===== config.mk =====
export PLATFORM = sky130hd
export DESIGN_NAME = lcfc_front
export DESIGN_NICKNAME = d
export VERILOG_FILES = /design/src/design/lcfc_pkg.sv /design/src/design/lcfc_front.sv
export SDC_FILE = /design/constraint.sdc
export NUM_CORES = 1
export LEC_CHECK = 0
export ABC_AREA = 1
export BUFFER_PORTS_ARGS = -buffer_cell sky130_fd_sc_hd__buf_2
export CORE_ASPECT_RATIO = 0.6
export CORE_UTILIZATION = 35
export DETAILED_ROUTE_END_ITERATION = 16
export PLACE_DENSITY_LB_ADDON = 0.1
export SLEW_MARGIN = 15
export SYNTH_ARGS = -nofsm -noshare
export SYNTH_HDL_FRONTEND = slang
export SYNTH_SLANG_ARGS = --single-unit

===== constraint.sdc =====
create_clock -name clk -period 4.5 [get_ports clk]
set_clock_uncertainty 0.2 [all_clocks]
set_input_delay 0.225 -clock clk [delete_from_list [all_inputs] [get_ports clk]]
set_output_delay 0.225 -clock clk [all_outputs]
set_load 0.005 [all_outputs]

===== src/design/lcfc_pkg.sv =====
// Package for the LED command frame checker: frame constants, command and
// acknowledge codes, and the job record passed from front to back.
// No dependencies.
package lcfc_pkg;

    localparam int HEAD_LEN = 5;
    localparam int HEAD_IW  = $clog2(HEAD_LEN);

    localparam logic [7:0] MARK_BYTE           = 8'hFF;
    localparam logic [7:0] CODE_NOT_SUPPORTED  = 8'hA0;
    localparam logic [7:0] CODE_CHECKSUM       = 8'hE0;
    localparam logic [7:0] CODE_NOT_UNDERSTOOD = 8'hC0;

    localparam logic [15:0] CMD_LED_ON  = 16'h0001;
    localparam logic [15:0] CMD_LED_OFF = 16'h0002;
    localparam logic [15:0] CMD_LCD     = 16'h0003;
    localparam logic [15:0] CMD_BUTTON  = 16'h0004;

    localparam logic [7:0] LED_LEN   = 8'h01;
    localparam int         LED_COUNT = 4;

    typedef logic [HEAD_LEN-1:0][7:0] head_t;

    // One queued job: either a five byte acknowledge or one LED update.
    typedef struct packed {
        logic                 is_ack;
        head_t                head;
        logic [LED_COUNT-1:0] led;
    } job_t;

endpackage


===== src/design/lcfc_front.sv =====
// Front part: takes frame bytes, keeps sum, count and head, and classifies
// each frame end into a job. Depends on lcfc_pkg.
module lcfc_front #(
    parameter int FRAME_MAX = 256
) (
    input  logic          clk,
    input  logic          rst_n,
    input  logic          accept,
    input  logic [7:0]    rx_byte,
    input  logic          end_of_frame,
    output logic          job_push,
    output lcfc_pkg::job_t job
);
    import lcfc_pkg::*;

    localparam int CW = $clog2(FRAME_MAX + 1);

    logic [7:0]           sum_reg, sum_next;
    logic [7:0]           prev_reg, prev_next;
    logic [CW-1:0]        count_reg, count_next;
    head_t                head_reg, head_next;
    logic [LED_COUNT-1:0] led_reg, led_next;

    head_t                head_w;
    head_t                head_ack;
    logic [7:0]           sum_w;
    logic [CW-1:0]        count_inc;
    logic                 frame_end;
    logic [7:0]           code;
    logic                 do_ack;
    logic                 do_led;
    logic [LED_COUNT-1:0] led_upd;
    logic [15:0]          cmd;

    always_comb
    begin
        head_w = head_reg;
        if (count_reg < CW'(HEAD_LEN))
        begin
            head_w[count_reg[HEAD_IW-1:0]] = rx_byte;
        end
        sum_w     = (count_reg >= CW'(2)) ? sum_reg + prev_reg : sum_reg;
        count_inc = count_reg + CW'(1);
        frame_end = end_of_frame || (count_inc == CW'(FRAME_MAX));
        cmd       = {head_w[1], head_w[2]};

        code    = CODE_CHECKSUM;
        do_ack  = 1'b0;
        do_led  = 1'b0;
        led_upd = led_reg;
        if (rx_byte != sum_w)
        begin
            do_ack = 1'b1;
            code   = CODE_CHECKSUM;
        end
        else if (head_w[0] != MARK_BYTE)
        begin
            do_ack = 1'b1;
            code   = CODE_NOT_SUPPORTED;
        end
        else
        begin
            unique case (cmd) inside
                CMD_LED_ON, CMD_LED_OFF:
                begin
                    if (head_w[3] == LED_LEN)
                    begin
                        do_led = 1'b1;
                        if (head_w[4] < 8'(LED_COUNT))
                        begin
                            led_upd[head_w[4][1:0]] = (cmd == CMD_LED_ON);
                        end
                    end
                end
                CMD_LCD, CMD_BUTTON:
                begin
                    // no action: drop the frame
                end
                default:
                begin
                    do_ack = 1'b1;
                    code   = CODE_NOT_UNDERSTOOD;
                end
            endcase
        end

        head_ack    = head_w;
        head_ack[0] = MARK_BYTE;
        head_ack[1] = head_w[1] | code;
        head_ack[3] = 8'h00;
        head_ack[4] = head_ack[1] + head_ack[2];

        sum_next   = sum_reg;
        prev_next  = prev_reg;
        count_next = count_reg;
        head_next  = head_reg;
        led_next   = led_reg;
        if (accept)
        begin
            if (frame_end)
            begin
                sum_next   = 8'h00;
                prev_next  = 8'h00;
                count_next = '0;
                head_next  = do_ack ? head_ack : head_w;
                led_next   = do_led ? led_upd : led_reg;
            end
            else
            begin
                sum_next   = sum_w;
                prev_next  = rx_byte;
                count_next = count_inc;
                head_next  = head_w;
            end
        end

        job_push   = accept && frame_end && (do_ack || do_led);
        job.is_ack = do_ack;
        job.head   = head_ack;
        job.led    = led_upd;
    end

    always_ff @(posedge clk or negedge rst_n)
    begin
        if (!rst_n)
        begin
            sum_reg   <= 8'h00;
            prev_reg  <= 8'h00;
            count_reg <= '0;
            head_reg  <= '0;
            led_reg   <= '0;
        end
        else
        begin
            sum_reg   <= sum_next;
            prev_reg  <= prev_next;
            count_reg <= count_next;
            head_reg  <= head_next;
            led_reg   <= led_next;
        end
    end

endmodule


==> flow_metrics.py, run 1 <==
metrics = {
    "status": {
        "outcome": "complete, no violations",
    },
    "logic_synthesis": {
        "ys_types": 41,
        "netlist_instances": 806,
        "synth-seq-cells": 69,
        "netlist.area_leader.share": 0.3216,
        "synth_area_leader_cell": "dfrtp_1",
        "synthTopCellsByArea": "dfrtp_1 32%, nand2_1 18%, inv_1 7.8%, nand3_1 6.8%, o21ai_0 4.8%",
        "async_reset_ff_frac": 1.000,
        "synth_edf_count": 0,
        "syn-cell-area_um2": 5369,
        "ys.flop_type": "dfrtp_1",
        "yosysSeqAreaShare": 0.3216,
        "synth-warning-count": 0,
        "synth_area_per_cell_um2": 6.661,
    },
    "die": {
        "start_util": 0.3648,
        "die_w_um": 161.9,
        "floorplan.rows": 34,
        "io_pins": 58,
        "core_region_area_um2": 14720,
        "dieHeight_um": 97.94,
        "die-area_um2": 15860,
    },
    "route": {
        "drt_iter0_drc": 502,
        "ant_nets": 0,
        "wirelength_um": 15990,
        "vias_per_cell": 4.900,
        "vias": 5116,
        "post_drt_wl_per_cell_um": 15.32,
        "drc": 0,
        "firstDrtPassIters": 5,
    },
    "layout": {
        "nNetsFinal": 867,
        "syn_to_final_growth_pct": 11.72,
        "fin_area_um2": 5998,
        "multiInputGateArea_um2": 3013,
        "final_core_util": 0.4075,
        "fillCellCount": 1621,
        "drive_above_1_share": 0.1430,
        "antenna_cells": 0,
        "largest_register_ffs": 40,
        "register_area_um2": 1727,
    },
    "clocking": {
        "clockRootBuffer": "clkbuf_16",
        "ctsHtreeMaxLevel": 3,
        "clk_pin_slew_ns": 0.06,
        "cts_buffer_depth": 2,
        "tritoncts": "built",
        "cts_made_buffers": 9,
        "cts.sink_count": 69,
        "clock_latency_ns": 0.34,
    },
    "timing": {
        "grt_setup_unrepaired": "false",
        "max_freq_mhz": 243.7,
        "finalCritPeriodShare": 0.9117,
        "fin_crit_ns": 4.103,
        "setup_viol": 0,
        "final_max_slew_viol_count": 0,
        "tightest_slew_ns": 0.9212,
        "relSlewSlack": 0.3859,
        "setup-tns-final_ns": 0,
        "hold_viol": 0,
    },
    "critical_path": {
        "critPathTopFamily": "simple AND/OR/NAND/NOR gates",
        "end_kind": "output port",
        "cpMaxStageDelayCell": "dfrtp_1",
        "cp_common_cell": "nand2_1",
        "worstPathCellList": "nor2_4 > nand3_4 > nor2_4 > nand2_1 > nand2_1 > nand2_1 > nor2_4 > nand2_1 > nor2_2 > o21ai_1 > nand4_1 > ha_4 > nand2_1 > nor2_1 > a211oi_2 > nand3_1 > nand2_1 > inv_1 > buf_2",
        "cp.required_ns": 4.07,
        "arrival_ns": 3.68,
        "max_stage_delay_ns": 0.45,
        "worstSetupPathType": "reg -> out",
        "critPathMaxFanout": 18,
        "startpoint_type": "flip-flop",
        "path_buf_inv": 2,
    },
    "pwr": {
        "p_per_area_nw_per_um2": 462.7,
        "vdd_drop_max_v": 0.0001680,
        "p_leak_nw": 3.149,
    },
    "global_route": {
        "grt_max_degree": 70,
        "grt_pass1_wl_um": 25930,
        "grt_pass1_vias": 4777,
        "grt_usage": 0.2134,
        "overflow": 0,
        "antenna_found_initial": 0,
    },
    "run": {
        "cap_violations": 0,
    },
    "placed_design": {
        "place_hpwl_um": 12110,
        "post_dp_cell_area_um2": 5649,
        "finalWeightedCongestion": 0.8907,
        "numPortBuffers": 40,
    },
    "min_path": {
        "hold_class": "in -> reg",
    },
}
-- cells in the mapped netlist, types with 7 or more instances --
master and instances:
a21oi_1 10, buf_2 7, buf_4 18, clkbuf_1 9, dfrtp_1 69, ha_1 13
inv_1 112, nand2_1 263, nand2_2 18, nand3_1 73, nand4_1 9, nor2_1 52
nor2_4 8, o21ai_0 51, o21ai_1 9, o21bai_1 8, o22ai_1 9, xor2_1 9
-- power breakdown --
part           switching [mW]  total, mW  internal [mW]
Clock                   0.300      0.747          0.447
Sequential             0.0663      0.792          0.726
Combinational           0.814       1.24          0.422
-- worst register-to-register path, stage by stage (launching register included) --
cell and delay [ns]:
dfrtp_1 0.37, ha_1 0.18, inv_1 0.06, fa_1 0.41, inv_1 0.10, nand3_1 0.11
nand4_1 0.09, nand2_1 0.05, nand2_1 0.08, nand2_1 0.09, nand2_1 0.09, nand2_1 0.05
nor2_1 0.09, nand3_1 0.15, nor2_1 0.16, nand4_1 0.22, ha_4 0.38, nand2_1 0.05
inv_1 0.07, nand3_1 0.10, nand2_1 0.08, nand2_1 0.04, nand2_1 0.09, nand3_1 0.16
nand3_1 0.12, nand2_1 0.06
-- cell usage in the layout (no fill, tap or decap), types with 2 or more instances in the layout --
cell type / instances
o22ai_1: 9
dfrtp_1: 69
buf_4: 7
nand3_4: 2
ha_1: 12
nor2_4: 9
o21ai_1: 9
xnor2_1: 2
nor2_1: 52
nor2_2: 5
o21ai_2: 5
clkbuf_16: 9
inv_2: 4
nand3_2: 5
nand2_1: 263
conb_1: 17
nor3_1: 3
nand3b_1: 4
a21oi_1: 10
nand3_1: 73
nor3_2: 3
and2_1: 2
a31oi_1: 5
buf_2: 40
clkinvlp_4: 3
or2_2: 2
nand4_1: 9
xor2_1: 9
nand2_4: 2
nand2_2: 18
o21ai_0: 51
o21bai_1: 8
inv_1: 112
-- timing repair --
item / 4_1_cts / 5_1_grt
setup buffers: 0 / 1
hold buffers: 1 / 0
endpoints found under the hold margin: 69 / 0
endpoints found under the setup margin: 0 / 2
gates resized for setup: 0 / 3
-- through the flow --
| step | power (mW) | cells | hold slack (ns) | worst slack, ns |
|---|---|---|---|---|
| global placement | 2.007 | 1026 | 0.2593 | 0.5601 |
| global route | 3.006 | 1044 | 0.1875 | 0.05170 |
| CTS | 2.773 | 1043 | 0.1522 | 0.1318 |
| floorplan | 1.641 | 821 | -0.2706 | 1.074 |
| finish | 2.775 | 1044 | 0.1443 | 0.3974 |
| detailed placement | 2.014 | 1026 | 0.2625 | 0.5127 |
-- routing by layer --
metal / track usage / part of all wire
met3: 0.04630 / 0.062
met2: 0.2935 / 0.40
met1: 0.3355 / 0.53
met5: 0 / 0
met4: 0.03991 / 0.0076
-- path summary, 6_finish.rpt --
path,slack (ns),depth (start not counted),startpoint,end
hold / removal,0.14,5,accept,count_reg[6]$_DFFE_PN0P_
setup reg to reg,0.76,25,sum_reg[0]$_DFFE_PN0P_,head_reg[38]$_DFFE_PN0P_
min in group asynchronous,0.42,3,rst_n,head_reg[1]$_DFFE_PN0P_
setup / recovery,0.40,19,count_reg[6]$_DFFE_PN0P_,job[43]
hold reg to reg,0.28,2,head_reg[33]$_DFFE_PN0P_,head_reg[33]$_DFFE_PN0P_
max in group asynchronous,3.06,3,rst_n,head_reg[37]$_DFFE_PN0P_
-- final cells by class --
type                            count  area share
Timing Repair Buffer               48     0.04380
Tap cell                          198     0.04130
Sequential cell                    69      0.2879
Clock buffer                       10     0.03984
Multi-Input combinational cell    596      0.5023
Inverter                          117     0.07322
Clock inverter                      6     0.01168
-- logic make-up after synthesis --
kind of cell               Yosys count  share of synthesized area
and+or+nand+nor                    453                     0.3859
buffers and inverters              156                     0.1319
AOI/OAI and AO/OA                  100                     0.1053
DFF                                 69                     0.3216
adders and majority gates           14                    0.03403
xor gates and xnor gates            11                    0.01795
other                                2                   0.001399
muxes                                1                   0.001864
(Power assumes the default switching activity.)
==> run 2: changes to the inputs <==
==> constraint.sdc (replaced) <==
create_clock -name clk -period 4.5 [get_ports clk]
set_clock_uncertainty 0.2 [all_clocks]
set_input_delay 0.225 -clock clk [delete_from_list [all_inputs] [get_ports clk]]
set_output_delay 0.225 -clock clk [all_outputs]
set_load 0.01 [all_outputs]
==> run 2 against run 1 <==
  * Clock power fell by 3%
  * Fmax about the same
  * Setup slack got worse by 0.00053 ns
  * Register-to-register slack barely moved
  * Non-clock buffer count is 2 higher
  * Global-route usage shrank 0.060 points
  * Critical endpoint unchanged
  * Total power increased by 1.4%
==> flow_metrics.py, run 2 (synthesis gave the netlist of run 1 again) <==
metrics = {
    "pwr": {
        "p_per_area_nw_per_um2": 468.7,
        "total_power_mw": 2.815,
        "vdd_drop_max_v": 0.0001543,
        "p_leak_nw": 3.164,
    },
    "min_path": {
        "hold_class": "in -> reg",
        "hold_start": "accept",
    },
    "timing": {
        "grt_setup_unrepaired": "false",
        "setup-tns-final_ns": 0,
        "finalCritPeriodShare": 0.9118,
        "tightest_slew_ns": 0.9497,
        "hold_viol": 0,
        "setup_viol": 0,
        "final_max_slew_viol_count": 0,
        "fin_crit_ns": 4.103,
        "max_freq_mhz": 243.7,
        "holdWs_ns": 0.1612,
        "relSlewSlack": 0.3669,
    },
    "layout": {
        "antenna_cells": 0,
        "syn_to_final_growth_pct": 11.86,
        "mostFrequentLayoutCell": "nand2_1",
        "final_cell_mix": "263 x nand2_1, 112 x inv_1, 73 x nand3_1, 69 x dfrtp_1, 51 x nor2_1",
        "nNetsFinal": 869,
        "multiInputGateArea_um2": 3015,
        "fillCellCount": 1623,
        "drive_above_1_share": 0.1462,
        "largest_register_ffs": 40,
        "register_area_um2": 1727,
    },
    "critical_path": {
        "crit_start": "count_reg[6]$_DFFE_PN0P_",
        "worstPathCellList": "nor2_4 > nand3_4 > nor2_4 > nand2_1 > nand2_1 > nand2_2 > nor2_4 > nand2_1 > nor2_2 > o21ai_0 > nand4_1 > ha_4 > nand2_1 > nor2_1 > a211oi_2 > nand3_1 > nand2_1 > inv_1 > buf_2",
        "rrSetupSlack_ns": 0.76,
        "r2r-start": "count_reg[6]$_DFFE_PN0P_",
        "end_kind": "output port",
        "critPathMaxFanout": 18,
        "arrival_ns": 3.68,
        "cpMaxStageDelayCell": "dfrtp_1",
        "cp.required_ns": 4.07,
        "cp_common_cell": "nand2_1",
        "worstSetupPathType": "reg -> out",
        "startpoint_type": "flip-flop",
        "max_stage_delay_ns": 0.45,
    },
    "route": {
        "vias": 5149,
        "vias_per_cell": 4.923,
        "ant_nets": 0,
        "drt_iter0_drc": 419,
        "firstDrtPassIters": 5,
        "wirelength_um": 16180,
        "post_drt_wl_per_cell_um": 15.47,
        "drc": 0,
    },
    "die": {
        "die-area_um2": 15860,
        "die_w_um": 161.9,
        "io_pins": 58,
        "core_region_area_um2": 14720,
        "start_util": 0.3648,
        "dieHeight_um": 97.94,
        "floorplan.rows": 34,
    },
    "placed_design": {
        "numPortBuffers": 40,
        "place_hpwl_um": 12140,
        "finalWeightedCongestion": 0.8874,
    },
    "global_route": {
        "grt_max_degree": 70,
        "grt_usage": 0.2128,
        "overflow": 0,
        "antenna_found_initial": 0,
        "grt_pass1_wl_um": 25910,
        "grt_pass1_vias": 4749,
    },
    "clocking": {
        "cts_buffer_depth": 2,
        "tritoncts": "built",
        "clockRootBuffer": "clkbuf_16",
        "clk_pin_slew_ns": 0.06,
        "clock_latency_ns": 0.34,
        "cts.sink_count": 69,
        "cts_made_buffers": 9,
        "ctsHtreeMaxLevel": 3,
    },
    "run": {
        "cap_violations": 0,
    },
    "status": {
        "outcome": "complete, no violations",
    },
}
## run 2: path summary, 6_finish.rpt
path | end | depth (start not counted)
min | count_reg[6]$_DFFE_PN0P_ | 5
max in group asynchronous | led_reg[3]$_DFFE_PN0P_ | 3
max | job[43] | 19
max reg2reg | head_reg[38]$_DFFE_PN0P_ | 20
min reg2reg | head_reg[5]$_DFFE_PN0P_ | 2
min in group asynchronous | prev_reg[4]$_DFFE_PN0P_ | 3
## run 2: what timing repair did
item                       4_1_cts  5_1_grt
hold endpoints to repair        69        0
gates resized for setup          0        5
hold buffers                     1        0
buffers inserted                 0        3
setup endpoints to repair        0        2
## run 2: area by class of cell
| cell class | count | share of cell area |
|---|---|---|
| Tap cell | 198 | 0.04125 |
| Sequential cell | 69 | 0.2875 |
| Clock inverter | 7 | 0.01229 |
| Timing Repair Buffer | 50 | 0.04625 |
| Inverter | 117 | 0.07312 |
| Multi-Input combinational cell | 596 | 0.5021 |
| Clock buffer | 9 | 0.03750 |
## run 2: through the flow
| stage | worst slack (ns) | std cells | util | instance area [um2] |
|---|---|---|---|---|
| 2_1_floorplan | 1.004 | 821 | - | 5425 |
| 3_3_place_gp | 0.5367 | 1026 | 0.3838 | 5649 |
| 3_5_place_dp | 0.4746 | 1026 | 0.3838 | 5649 |
| 4_1_cts | 0.09554 | 1043 | 0.4048 | 5958 |
| 5_1_grt | 0.07251 | 1046 | 0.4080 | 6006 |
| 6_report | 0.3969 | 1046 | 0.4080 | 6006 |
## run 2: per-layer routing
metal,up-vias,track usage,wire length [um]
li1,2582,-,-
met1,2423,0.3370,8684
met2,132,0.2961,6459
met3,12,0.03653,934
met4,0,0.04136,101
met5,-,0,0
## run 2: power by group
group / switching (mW) / internal (mW) / total, mW
clock: 0.296 / 0.432 / 0.728
sequential: 0.0661 / 0.726 / 0.792
combinational: 0.866 / 0.428 / 1.29
total: 1.23 / 1.59 / 2.81
## run 2: worst max-delay path: cells and delay by family, from the launching register on
kind	cells	cell delay, ns
simple gates	14	2.03
compound gates	2	0.39
flops	1	0.45
fa+ha+maj	1	0.25
buf+inv	2	0.19
==> run 3: changes to the inputs <==
--- a/config.mk
+++ b/config.mk
@@ -10,7 +10,9 @@
 export CORE_ASPECT_RATIO = 0.6
 export CORE_UTILIZATION = 35
 export DETAILED_ROUTE_END_ITERATION = 16
+export GPL_ROUTABILITY_DRIVEN = 0
 export PLACE_DENSITY_LB_ADDON = 0.1
+export SETUP_SLACK_MARGIN = 0.4
 export SLEW_MARGIN = 15
 export SYNTH_ARGS = -nofsm -noshare
 export SYNTH_HDL_FRONTEND = slang
==> run 3 against run 2 <==
  * Setup slack better by 0.14 ns
  * Design area increased by 5.3%
  * Critical path depth is 5 higher
  * Utilization up 2.2 points
  * Critical endpoint unchanged
  * Cell count is 1.1% higher
  * Flip-flop and latch count unchanged
  * Hold slack worse by 0.0087 ns
  * Total power grew 4.8%
  * Routed wire length increased by 2.5%
  * Combinational power rose by 10%
  * Clock-buffer cell count did not move
==> flow_metrics.py, run 3 (synthesis gave the netlist of run 1 again) <==
metrics = {
    "pwr": {
        "p_int_mw": 1.647,
        "p_leak_nw": 3.215,
        "p_sw_mw": 1.302,
        "clkPwrFrac": 0.246,
        "p_per_area_nw_per_um2": 466.2,
        "total_power_mw": 2.949,
        "vdd_drop_max_v": 0.0001545,
        "p_sw_frac": 0.4415,
        "comb_power_share": 0.483,
        "seqPwrFrac": 0.271,
    },
    "placed_design": {
        "place_ws_ns": 0.4746,
        "dp_cells": 1026,
        "place_hpwl_um": 12140,
        "post_dp_cell_area_um2": 5649,
        "numPortBuffers": 40,
    },
    "min_path": {
        "hold_class": "in -> reg",
        "hold_end": "count_reg[6]$_DFFE_PN0P_",
        "hold_start": "accept",
        "worstHoldPathCells": 5,
    },
    "clocking": {
        "cts.sink_count": 69,
        "cts_buffer_depth": 2,
        "ctsHtreeMaxLevel": 3,
        "cts_made_buffers": 9,
        "clockRootBuffer": "clkbuf_16",
        "clk_pin_slew_ns": 0.06,
        "tritoncts": "built",
        "clock_latency_ns": 0.34,
    },
    "route": {
        "wirelength_um": 16580,
        "route.met2.wl_um": 6718,
        "top_layer_used": "met4",
        "post_drt_wl_per_cell_um": 15.68,
        "drt_iter0_drc": 420,
        "vias": 5231,
        "drc": 0,
        "firstDrtPassIters": 5,
        "routed-wl-met3_um": 970,
        "ant_nets": 0,
        "vias_per_cell": 4.949,
        "wl_met1_um": 8793,
    },
    "timing": {
        "fin_crit_ns": 3.962,
        "finalCritPeriodShare": 0.8804,
        "grt_setup_unrepaired": "true",
        "relSlewSlack": 0.3570,
        "layout_setup_ws_ns": 0.5380,
        "final_max_slew_viol_count": 0,
        "tightest_slew_ns": 0.9644,
        "setup-tns-final_ns": 0,
        "holdWs_ns": 0.1524,
        "hold_viol": 0,
        "setup_viol": 0,
        "max_freq_mhz": 252.4,
    },
    "die": {
        "dieHeight_um": 97.94,
        "floorplan.rows": 34,
        "die-area_um2": 15860,
        "die_w_um": 161.9,
        "core_region_area_um2": 14720,
        "io_pins": 58,
        "start_util": 0.3648,
    },
    "critical_path": {
        "r2r-end": "head_reg[38]$_DFFE_PN0P_",
        "max_stage_delay_ns": 0.41,
        "cp.required_ns": 4.07,
        "worstPathCellList": "ha_2 > inv_2 > fa_2 > inv_2 > nand2_2 > nand2_1 > nand2_1 > nand3_2 > nand2_2 > nand2_1 > nand3_2 > nor2_4 > nand3_4 > nor2_4 > nand4_1 > ha_4 > nand2_4 > nor2_2 > a211oi_2 > nand2_1 > nand2_1 > nand2_2 > inv_2 > buf_6",
        "cpMaxStageDelayCell": "fa_2",
        "startpoint_type": "flip-flop",
        "critPathMaxFanout": 5,
        "end_kind": "output port",
        "cp_common_cell": "nand2_1",
        "worstSetupPathType": "reg -> out",
        "arrival_ns": 3.54,
        "rr_worst_depth": 25,
        "rrSetupSlack_ns": 0.88,
        "r2r-start": "sum_reg[0]$_DFFE_PN0P_",
    },
    "global_route": {
        "overflow": 0,
        "grt_pass1_vias": 4757,
        "grt_pass1_wl_um": 25940,
        "grt_usage": 0.2130,
        "grt_max_degree": 70,
        "antenna_found_initial": 0,
    },
    "layout": {
        "fin_area_um2": 6325,
        "mostFrequentLayoutCell": "nand2_1",
        "fillCellCount": 1604,
        "nNetsFinal": 880,
        "drive_above_1_share": 0.2095,
        "multiInputGateArea_um2": 3256,
        "register_area_um2": 1729,
        "syn_to_final_growth_pct": 17.80,
        "antenna_cells": 0,
        "largest_register_ffs": 40,
        "instances_no_fill": 1057,
        "final_core_util": 0.4297,
        "final_cell_mix": "246 x nand2_1, 108 x inv_1, 67 x dfrtp_1, 66 x nand3_1, 49 x o21ai_0",
    },
    "run": {
        "cap_violations": 0,
    },
    "status": {
        "outcome": "complete, no violations",
    },
}
[run 3: cell count changes in the layout (fill, tap and decap cells not counted), moves of 3 or more]
| cell | previous run | this run |
|---|---|---|
| nand2_4 | 2 | 6 |
| inv_1 | 112 | 108 |
| nor2_1 | 51 | 47 |
| nor2_4 | 9 | 15 |
| nand2_1 | 263 | 246 |
| nand2_2 | 18 | 31 |
| ha_4 | 1 | 6 |
| inv_2 | 4 | 7 |
| nand3_2 | 5 | 11 |
| buf_4 | 9 | 18 |
| nand3_1 | 73 | 66 |
| ha_1 | 12 | 5 |
[run 3: routing by layer]
metal  up-vias  GRT usage
li1       2611          -
met1      2470     0.3364
met2       139     0.2975
met3        11    0.03653
met4         0    0.04136
met5         -          0
[run 3: area by class of cell]
class / instances / share of cell area
tap: 198 / 0.03917
sequential: 69 / 0.2734
clock inverter: 7 / 0.01167
inverter: 117 / 0.06983
clock buffer: 9 / 0.03561
multi-input combinational: 598 / 0.5147
timing repair buffer: 59 / 0.05559
[run 3: worst max-delay path: cells and delay by family (launching register included)]
family / cells / cell delay (ns)
and+or+nand+nor: 16 / 1.37
adders and majority gates: 3 / 0.94
DFF: 1 / 0.37
buffers and inverters: 4 / 0.28
AOI/OAI and AO/OA: 1 / 0.23
[run 3: power by group through the flow]
stage	clock network [mW]	registers, mW	logic (mW)
5_1_grt	0.773	0.813	1.59
3_3_place_gp	0	0.798	1.25
3_5_place_dp	0	0.800	1.26
2_1_floorplan	0	0.781	0.905
6_report	0.726	0.799	1.42
4_1_cts	0.744	0.791	1.28
[run 3: how the worst max path moves through the flow]
stage	from	endpoint
final	sum_reg[0]$_DFFE_PN0P_	job[43]
after detailed placement	count_reg[6]$_DFFE_PN0P_	job[43]
after global routing	sum_reg[0]$_DFFE_PN0P_	job[43]
after CTS	count_reg[6]$_DFFE_PN0P_	job[43]
after global placement	count_reg[4]$_DFFE_PN0P_	job[43]
after floorplan	sum_reg[0]$_DFFE_PN0P_	job[43]
[run 3: repair_timing]
item / in CTS / in global routing
gates resized for setup: 3 / 61
hold endpoints to repair: 69 / 0
setup endpoints to repair: 2 / 5
hold buffers: 1 / 0
pin swaps: 1 / 25
setup buffers: 1 / 11
cloned: 0 / 2
